**src/hw/rtl/mstw_ram.sv**
```systemverilog
// ----------------------------------------------------------------------------
// mstw_ram: generic single-port-write, single-port-read RAM
// One write and one registered read per cycle.
// ----------------------------------------------------------------------------
module mstw_ram #(
    parameter int WIDTH = 8,
    parameter int DEPTH = 16,
    localparam int AW   = (DEPTH > 1) ? $clog2(DEPTH) : 1
) (
    input  logic             i_clk,
    input  logic             i_we,
    input  logic [AW-1:0]    i_waddr,
    input  logic [WIDTH-1:0] i_wdata,
    input  logic [AW-1:0]    i_raddr,
    output logic [WIDTH-1:0] o_rdata
);

    logic [WIDTH-1:0] r_mem [DEPTH];
    logic [WIDTH-1:0] r_rdata;

    always_ff @(posedge i_clk) begin
        if (i_we) begin
            r_mem[i_waddr] <= i_wdata;
        end
        r_rdata <= r_mem[i_raddr];
    end

    assign o_rdata = r_rdata;

endmodule

```
**config.mk**
```make
export PLATFORM = sky130hd
export DESIGN_NAME = mstw_ram
export DESIGN_NICKNAME = d
export VERILOG_FILES = /design/src/hw/rtl/mstw_ram.sv
export SDC_FILE = /design/constraint.sdc
export NUM_CORES = 1
export LEC_CHECK = 0
export ABC_AREA = 1
export BUFFER_PORTS_ARGS = -buffer_cell sky130_fd_sc_hd__buf_2
export CAP_MARGIN = 30
export CORE_MARGIN = 1
export CORE_UTILIZATION = 45
export CTS_BUF_LIST = sky130_fd_sc_hd__clkbuf_16
export CTS_CLUSTER_DIAMETER = 30
export DETAILED_ROUTE_END_ITERATION = 10
export PLACE_DENSITY_LB_ADDON = 0.2
export SLEW_MARGIN = 20
export SYNTH_ARGS = -nofsm -noshare
export SYNTH_HDL_FRONTEND = slang
export SYNTH_SLANG_ARGS = --single-unit
```
**constraint.sdc**
```tcl
create_clock -name i_clk -period 1.4 [get_ports i_clk]
set_input_delay 0.07 -clock i_clk [delete_from_list [all_inputs] [get_ports i_clk]]
set_output_delay 0.07 -clock i_clk [all_outputs]
set_load 0.05 [all_outputs]
```
==> results of run 1 <==
-- cells in the final DEF, fill, tap and decap left out --
master      synthesis  routed
inv_2               2       2
clkinv_2            0       4
buf_12              0       3
nand2_1           173     173
dfxtp_1             8       8
nand3_1            97      97
nor2_1             17      17
clkbuf_16           0      17
buf_4               4      24
buf_2              13      25
edfxtp_1          128     128
inv_1             100     103
clkinv_1            0       4
clkinvlp_4          0       1
nand3b_1            2       2
bufinv_16           0       3
-- synth_stat cells --
cell type,number
buf_1,1
buf_2,13
buf_4,4
buf_6,6
dfxtp_1,8
edfxtp_1,128
inv_1,100
inv_2,2
nand2_1,173
nand3_1,97
nand3b_1,2
nor2_1,17
-- power by group through the flow --
stage                     clock (mW)  combinational (mW)  sequential, mW
final                           4.29               0.656            4.58
after global routing            4.54               0.722            4.59
after CTS                       4.36               0.664            4.58
after detailed placement           0               0.660            4.67
after global placement             0               0.651            4.67
after floorplan                    0               0.321            4.75
-- sequential cells by signal, summed over array words and instances (netlist names) --
register	count
o_rdata	8
r_mem	128
-- through the flow --
stage / setup slack (ns) / cell area [um^2] / util / total power [mW]
after floorplan: 0.3792 / 5767 / - / 5.073
after global placement: 0.2530 / 6176 / 0.5037 / 5.317
after detailed placement: 0.2449 / 6176 / 0.5037 / 5.327
after CTS: 0.2864 / 6745 / 0.5501 / 9.603
after global routing: 0.2647 / 6745 / 0.5501 / 9.852
final: 0.2823 / 6745 / 0.5501 / 9.529
-- logic make-up after synthesis --
group | Yosys count
flops | 136
simple gates | 289
buf+inv | 126
-- worst paths after layout --
check / to
worst min-delay path: o_rdata[5]
worst max-delay path: o_rdata[6]
worst max register to register: o_rdata[7]
worst min register to register: o_rdata[5]
-- layout make-up --
class                   instances  area (um^2)  share of cell area
clock buffers                  17        425.4             0.06307
clock inverters                15        143.9             0.02133
multi-input cells             289         1214              0.1799
well taps                     168        210.2             0.03116
repair buffers                 52        365.4             0.05416
flip-flops and latches        136         4004              0.5936
inverters                     102        382.9             0.05676
-- layer usage --
metal	up-vias	global-route usage
li1	1869	-
met1	1829	0.3007
met2	89	0.3305
met3	6	0.05271
met4	0	0.06667
met5	-	0
==> out/results.ini, run 1 <==
[worst_setup_path]
crit_buf_inv = 1
cpPeakStageDelay_ns = 0.36
startpoint_type = register
r2r_cells = 6
path_max_fanout = 1
r2r-start = r_mem[3][7]
cp.arrival_ns = 1.05
critPathTopFamily = flip-flops
crit_cells = 1
crit_path_end_kind = primary output
required_ns = 1.33
crit_slowest_cell = dfxtp_1
startpoint = o_rdata[6]
criticalPathCategory = register to primary output
reg2reg_slack_ns = 0.39
crit_chain = buf_2

[grt]
grt_use_total = 0.2144
grt_pass1_wl_um = 20150
grt.overflow.total = 0
grt_pass1_vias = 3637
antenna_found_initial = 0
grt_max_degree = 37

[timing]
fin_crit_sh = 0.7983
setup_tns_ns = 0
hold_viol_final = 0
min_period_ns = 1.118
fmax_ghz = 0.8947
finalSetupViolations = 0
rsz0062_at_grt = false
drv_slew = 0
whs_ns = 0.04765
max-slew-margin-rel = 0.7532
fin_worst_skew_ns = 0.005758
tightest_slew_ns = 0.3703

[pwr]
p_comb_frac = 0.069
ir_drop_v = 0.0008939
p_sw_frac = 0.2162
switchingPower_mw = 2.060
p_clk_frac = 0.450
power.density_nw_per_um2 = 1413
p_leak_nw = 2.958
p_int_mw = 7.469
p_seq_frac = 0.481

[clocking]
clk_pin_slew_ns = 0.05
cts.sinks = 136
clk_latency_ns = 0.41
clk_path_buf_depth = 2
cts-htree-levels = 4
post_cts_buffers = 0
cts_root_buf = clkbuf_16
cts-resized-gates = 0
cts_inserted_buffers = 17
cts.hold.buffers_added = 0
cts_tree = done

[route]
wl_met2_um = 6074
routed_wl_um = 12860
via_count = 3793
drtIter0Drc = 322
met1Wirelength_um = 6211
postRouteAntennaNets = 0
remaining_drc_errors = 0
routedWlPerCell_um = 16.51
top_layer = met4
dr.pass1.iters = 5
wl_met3_um = 478
via_per_inst = 4.869

[finish]
drive_gt1_frac = 0.1293
nNetsFinal = 616
n_fill_cell = 1053
antenna_cells = 0
areaGrowthSynthToFinish_pct = 16.97
stdcell_count = 779

[worst_hold_path]
min_from = i_raddr[3]
hp-class = input pin to register
holdPathStages = 3

[yosys]
synth_fp_nets = 569
yosysTopAreaCellShare = 0.6665
synth.largest_area_cell = edfxtp_1
synth-compound-area-share = 0
synthMuxAreaShare = 0
synth.area.top_cells = edfxtp_1 (67%), nand2_1 (11%), nand3_1 (8.4%)
synth-simple-area-share = 0.2105
syn_area_um2 = 5767
yosysWarnings = 0
avgSynthCellArea_um2 = 10.47
synthAdderAreaFrac = 0
yosys_register_bits = 136
synth_top_family_by_area = simple AND/OR/NAND/NOR gates
synth_seq_area_share = 0.6943
synthCells = 551
ys_types = 12
synth-xor-area-share = 0

[placed_design]
dp_hpwl_um = 8143
numPortBuffers = 25
place_congestion = 0.8845
dpl.cell_count = 747

[floorplanning]
initial_utilization = 0.4703
ios = 26
die_x_um = 115.2
dieHeight_um = 115.2
num_rows = 40
core-area_um2 = 12260
die_area_um2 = 13270

[job]
maxCapViolations = 0

[run_status]
status = completed

Power figures use the tool's default switching activity.
==> inputs of run 2 (changes only) <==
- clock period: 1.4 -> 0.9 ns (I/O delays scaled with it)
==> out/results.ini, run 2 (synthesized netlist as in run 1, its figures left out) <==
[timing]
hold_viol_final = 0  ; unchanged
finalWorstSetupSlack_ns = -0.08104  ; -0.3634 ns
drv_slew = 0  ; unchanged
max-slew-margin-rel = 0.6877  ; -0.06544
fin_crit_sh = 1.090
tightest_slew_ns = 0.4679  ; +0.09764 ns
rsz0062_at_grt = true
fmax_ghz = 1.019
min_period_ns = 0.9810
fin_worst_skew_ns = 0.004601  ; -0.001157 ns
whs_ns = 0.04209  ; -0.005555 ns
finalSetupViolations = 15  ; +15
setup_tns_ns = -0.5592  ; -0.5592 ns

[pwr]
p_int_mw = 12.34  ; +65%
power.total_mw = 15.60  ; +64%
p_leak_nw = 3.154  ; +6.6%
power.density_nw_per_um2 = 2141  ; +52%
switchingPower_mw = 3.259  ; +58%
p_sw_frac = 0.2089  ; -0.007255
p_clk_frac = 0.461  ; +0.011
ir_drop_v = 0.002475  ; +180%
p_seq_frac = 0.459  ; -0.022
p_comb_frac = 0.080  ; +0.011

[worst_hold_path]
hp-class = input pin to register

[clocking]
post_cts_buffers = 0  ; unchanged
cts_inserted_buffers = 17  ; unchanged
cts.hold.buffers_added = 0  ; unchanged
cts-htree-levels = 4  ; unchanged
clk_pin_slew_ns = 0.05  ; about the same
clk_path_buf_depth = 2  ; unchanged
cts_root_buf = clkbuf_16
cts_tree = done
clk_latency_ns = 0.41  ; about the same
cts.sinks = 136  ; unchanged

[grt]
grt_pass1_vias = 3760  ; +3.4%
grt_use_total = 0.2185  ; +0.004124
grt.overflow.total = 0  ; unchanged
met3_usage = 0.05324  ; +0.0005271
busiest_layer = met2
grt_max_degree = 44  ; +19%
grt_pass1_wl_um = 20400  ; +1.2%
grtUsageMet2 = 0.3478  ; +0.01727
antenna_found_initial = 0  ; unchanged
grtUsageMet1 = 0.2820  ; -0.01868

[worst_setup_path]
path_max_fanout = 1  ; unchanged
crit_slowest_cell = edfxtp_1
crit_chain = inv_1 > nand2_1 > nand3_2 > nand3_2 > nand3_2 > nand2_1
cp.arrival_ns = 1.28  ; +0.23 ns
required_ns = 1.20  ; -0.13 ns
crit_path_frequent_cell = nand3_2
startpoint_type = register
crit_path_end_kind = register
cpPeakStageDelay_ns = 0.36  ; about the same
criticalPathCategory = register to register

[job]
maxCapViolations = 0  ; unchanged

[floorplanning]
die_area_um2 = 13270  ; unchanged
dieHeight_um = 115.2  ; unchanged
core-area_um2 = 12260  ; unchanged
die_x_um = 115.2  ; unchanged
initial_utilization = 0.4703  ; unchanged
ios = 26  ; unchanged
num_rows = 40  ; unchanged

[finish]
final_common_cell = nand2_1
areaGrowthSynthToFinish_pct = 26.32
largest_reg_flops = 128  ; unchanged
drive_gt1_frac = 0.2468  ; +0.1175
nNetsFinal = 623  ; +1.1%
mostFrequentLayoutCells = nand2_1 (172), edfxtp_1 (128), inv_1 (100)
design_area_um2 = 7284  ; +8.0%
largest-register = r_mem
multi_input_area_um2 = 1481  ; +22%
finish.utilization = 0.5941  ; +0.04398
antenna_cells = 0  ; unchanged
register_area_um2 = 4016  ; +0.31%
n_fill_cell = 1024  ; -2.8%

[run_status]
violations = setup timing
status = finished, violations left

[route]
routedWlPerCell_um = 16.87  ; +2.2%
remaining_drc_errors = 0  ; unchanged
via_count = 3838  ; +1.2%
drtIter0Drc = 263  ; -18%
dr.pass1.iters = 4  ; -1
via_per_inst = 4.895  ; +0.54%
postRouteAntennaNets = 0  ; unchanged
routed_wl_um = 13220  ; +2.8%

[placed_design]
dp_hpwl_um = 8283  ; +1.7%
numPortBuffers = 25  ; unchanged
place_congestion = 0.8479  ; -4.1%
postPlaceCellArea_um2 = 6331  ; +2.5%

==> run 2: cell types whose count changed in the layout (fill, tap and decap cells not counted), moves of 2 or more <==
| cell | before | now |
|---|---|---|
| nor2_2 | 0 | 6 |
| clkinv_2 | 4 | 2 |
| nand3_1 | 97 | 47 |
| dfxtp_1 | 8 | 0 |
| dfxtp_2 | 0 | 7 |
| nor2_1 | 17 | 11 |
| bufinv_16 | 3 | 5 |
| inv_1 | 103 | 100 |
| nand3_2 | 0 | 50 |
| buf_12 | 3 | 10 |
| buf_8 | 0 | 7 |
| buf_2 | 25 | 17 |
==> run 2: worst paths after layout <==
path                     start           end  slack, ns  cells after the start
hold reg to reg   r_mem[11][3]    o_rdata[3]       0.67                      6
setup reg to reg  r_mem[15][0]    o_rdata[0]      -0.08                      6
setup / recovery  r_mem[15][0]    o_rdata[0]      -0.08                      6
hold / removal      i_wdata[0]  r_mem[10][0]       0.04                      1
==> run 2: critical path, delay by kind of cell, from the launching register on <==
family	cells	cell delay (ns)
and+or+nand+nor	5	0.45
buffers and inverters	1	0.06
DFF	1	0.36
==> run 2: layout make-up <==
class | count | area share
Clock buffer | 17 | 0.05840
Clock inverter | 13 | 0.02559
Inverter | 102 | 0.05256
Multi-Input combinational cell | 289 | 0.2034
Sequential cell | 136 | 0.5514
Tap cell | 168 | 0.02886
Timing Repair Buffer | 59 | 0.07987
==> run 2: timing repair <==
item / 4_1_cts / 5_1_grt
setup endpoints to repair: 16 / 16
gates resized for setup: 60 / 24
pin swaps: 30 / 21
cloned: 0 / 0
==> run 2: per-layer routing <==
metal	vias to the layer above	part of all wire
met2	112	0.48
li1	1882	-
met1	1822	0.45
met5	-	0
met4	0	0.023
met3	22	0.043
==> run 2: per-stage QoR <==
stage          worst slack [ns]  std cells
6_report               -0.08104        784
5_1_grt                 -0.1243        784
4_1_cts                -0.08527        784
3_5_place_dp            -0.1822        754
3_3_place_gp            -0.1511        754
2_1_floorplan          -0.09583        551
==> run 2: power groups by stage <==
| stage | Sequential [mW] | Clock, mW | Combinational [mW] |
|---|---|---|---|
| floorplan | 7.39 | 0 | 0.505 |
| global placement | 7.26 | 0 | 1.06 |
| detailed placement | 7.26 | 0 | 1.07 |
| CTS | 7.16 | 7.29 | 1.20 |
| global route | 7.16 | 7.55 | 1.35 |
| finish | 7.16 | 7.20 | 1.24 |
==> inputs of run 3 (changes only) <==
- clock period: 0.9 -> 1.3 ns (I/O delays scaled with it)
==> out/results.ini, run 3 (synthesized netlist as in run 1, its figures left out) <==
[worst_hold_path]
hp-class = input pin to register
holdPathStages = 1  ; unchanged

[finish]
nNetsFinal = 617  ; -0.96%
largest-register = r_mem
antenna_cells = 0  ; unchanged
stdcell_count = 779  ; -0.64%
n_fill_cell = 1098  ; +7.2%
design_area_um2 = 6729  ; -7.6%
mostFrequentLayoutCells = nand2_1 (173), edfxtp_1 (128), inv_1 (108)
drive_gt1_frac = 0.1244  ; -0.1224
final_common_cell = nand2_1
largest_reg_flops = 128  ; unchanged
areaGrowthSynthToFinish_pct = 16.68

[clocking]
clk_path_buf_depth = 2  ; unchanged
clk_pin_slew_ns = 0.05  ; about the same
clk_latency_ns = 0.42  ; about the same
cts_root_buf = clkbuf_16
post_cts_buffers = 0  ; unchanged
cts_tree = done
cts.sinks = 136  ; unchanged
cts_inserted_buffers = 17  ; unchanged
cts-resized-gates = 0  ; -100%
cts.hold.buffers_added = 0  ; unchanged
cts-htree-levels = 4  ; unchanged

[route]
via_per_inst = 4.806  ; -1.8%
remaining_drc_errors = 0  ; unchanged
routed_wl_um = 12650  ; -4.3%
via_count = 3744  ; -2.4%
postRouteAntennaNets = 0  ; unchanged
drtIter0Drc = 310  ; +18%
dr.pass1.iters = 5  ; +1
routedWlPerCell_um = 16.24  ; -3.7%

[worst_setup_path]
crit_chain = buf_2
crit_cells = 1  ; -5
crit_path_end = o_rdata[6]
cp.arrival_ns = 1.08  ; -0.20 ns
startpoint_type = register
r2r_end = o_rdata[7]
cpPeakStageDelay_ns = 0.38  ; +0.02 ns
r2r_cells = 6  ; unchanged
criticalPathCategory = register to primary output
required_ns = 1.24  ; +0.04 ns
crit_slowest_cell = dfxtp_1
path_max_fanout = 1  ; unchanged
crit_path_end_kind = primary output
startpoint = o_rdata[6]
crit_buf_inv = 1  ; unchanged
r2r-start = r_mem[2][7]
critPathTopFamily = flip-flops
reg2reg_slack_ns = 0.30  ; +0.38 ns

[floorplanning]
initial_utilization = 0.4703  ; unchanged
ios = 26  ; unchanged
die_x_um = 115.2  ; unchanged
core-area_um2 = 12260  ; unchanged
dieHeight_um = 115.2  ; unchanged
die_area_um2 = 13270  ; unchanged
num_rows = 40  ; unchanged

[pwr]
power.density_nw_per_um2 = 1482  ; -31%
power.total_mw = 9.972  ; -36%
ir_drop_v = 0.001099  ; -56%
p_leak_nw = 2.969  ; -5.9%

[grt]
grt.overflow.total = 0  ; unchanged
grt_pass1_vias = 3622  ; -3.7%
grt_pass1_wl_um = 19650  ; -3.7%
grt_max_degree = 33  ; -25%
grt_use_total = 0.2119  ; -0.006633
antenna_found_initial = 0  ; unchanged

[job]
maxCapViolations = 0  ; unchanged

[timing]
fin_worst_skew_ns = 0.01413  ; +0.009527 ns
drv_slew = 0  ; unchanged
finalSetupViolations = 0  ; -15
setup_tns_ns = 0  ; +0.5592 ns
fin_crit_sh = 0.8793
max-slew-margin-rel = 0.7304  ; +0.04264
hold_viol_final = 0  ; unchanged
min_period_ns = 1.143
fmax_ghz = 0.8749
rsz0062_at_grt = false
tightest_slew_ns = 0.4045  ; -0.06344 ns

[placed_design]
numPortBuffers = 25  ; unchanged
dp_hpwl_um = 8248  ; -0.43%
dpl.cell_count = 748  ; -0.80%
place_congestion = 0.8291  ; -2.2%
postPlaceCellArea_um2 = 6196  ; -2.1%

[run_status]
status = completed

[run 3: cell types whose count changed in the layout (fill, tap and decap cells not counted), moves of 7 or more]
cell | previous run | this run
dfxtp_2 | 7 | 0
nand3_1 | 47 | 97
buf_2 | 17 | 25
nand3_2 | 50 | 0
inv_1 | 100 | 108
buf_8 | 7 | 0
dfxtp_1 | 0 | 8
[run 3: through the flow]
| step | utilization | setup WS (ns) | hold WS (ns) |
|---|---|---|---|
| final | 0.5488 | 0.1570 | 0.07010 |
| after global routing | 0.5488 | 0.1208 | 0.06816 |
| after floorplan | - | 0.2842 | 0.1639 |
| after CTS | 0.5488 | 0.1401 | 0.06126 |
| after detailed placement | 0.5053 | 0.1494 | 0.5053 |
| after global placement | 0.5053 | 0.1598 | 0.4927 |
[run 3: how the worst min path moves through the flow]
stage	to	slack, ns	start
floorplan	r_mem[0][0]	0.16	i_wdata[0]
global placement	r_mem[0][2]	0.49	i_wdata[2]
detailed placement	r_mem[7][0]	0.51	i_wdata[0]
CTS	r_mem[13][0]	0.06	i_wdata[0]
global route	r_mem[2][5]	0.07	i_wdata[5]
finish	r_mem[0][2]	0.07	i_wdata[2]
[run 3: layer usage]
metal  part of all wire  global-route usage  wire length [um]  vias to the layer above
met3              0.061             0.06326               771                       11
met4              0.012             0.08312               154                        0
met5                  0                   0                 0                        -
met2               0.47              0.3313              5960                       93
met1               0.46              0.2788              5765                     1771
li1                   -                   -                 -                     1869
[run 3: power by group]
part / leakage, nW / internal (mW) / switching, mW
clock: 0.291 / 2.72 / 1.60
sequential: 1.22 / 4.91 / 0.0342
combinational: 1.45 / 0.201 / 0.508
[run 3: layout make-up]
type | instances | area (um^2) | share of cell area
Sequential cell | 136 | 4004 | 0.5950
Multi-Input combinational cell | 289 | 1214 | 0.1804
Clock buffer | 17 | 425.4 | 0.06322
Timing Repair Buffer | 53 | 385.4 | 0.05727
Inverter | 102 | 382.9 | 0.05690
Tap cell | 168 | 210.2 | 0.03124
Clock inverter | 14 | 107.6 | 0.01599
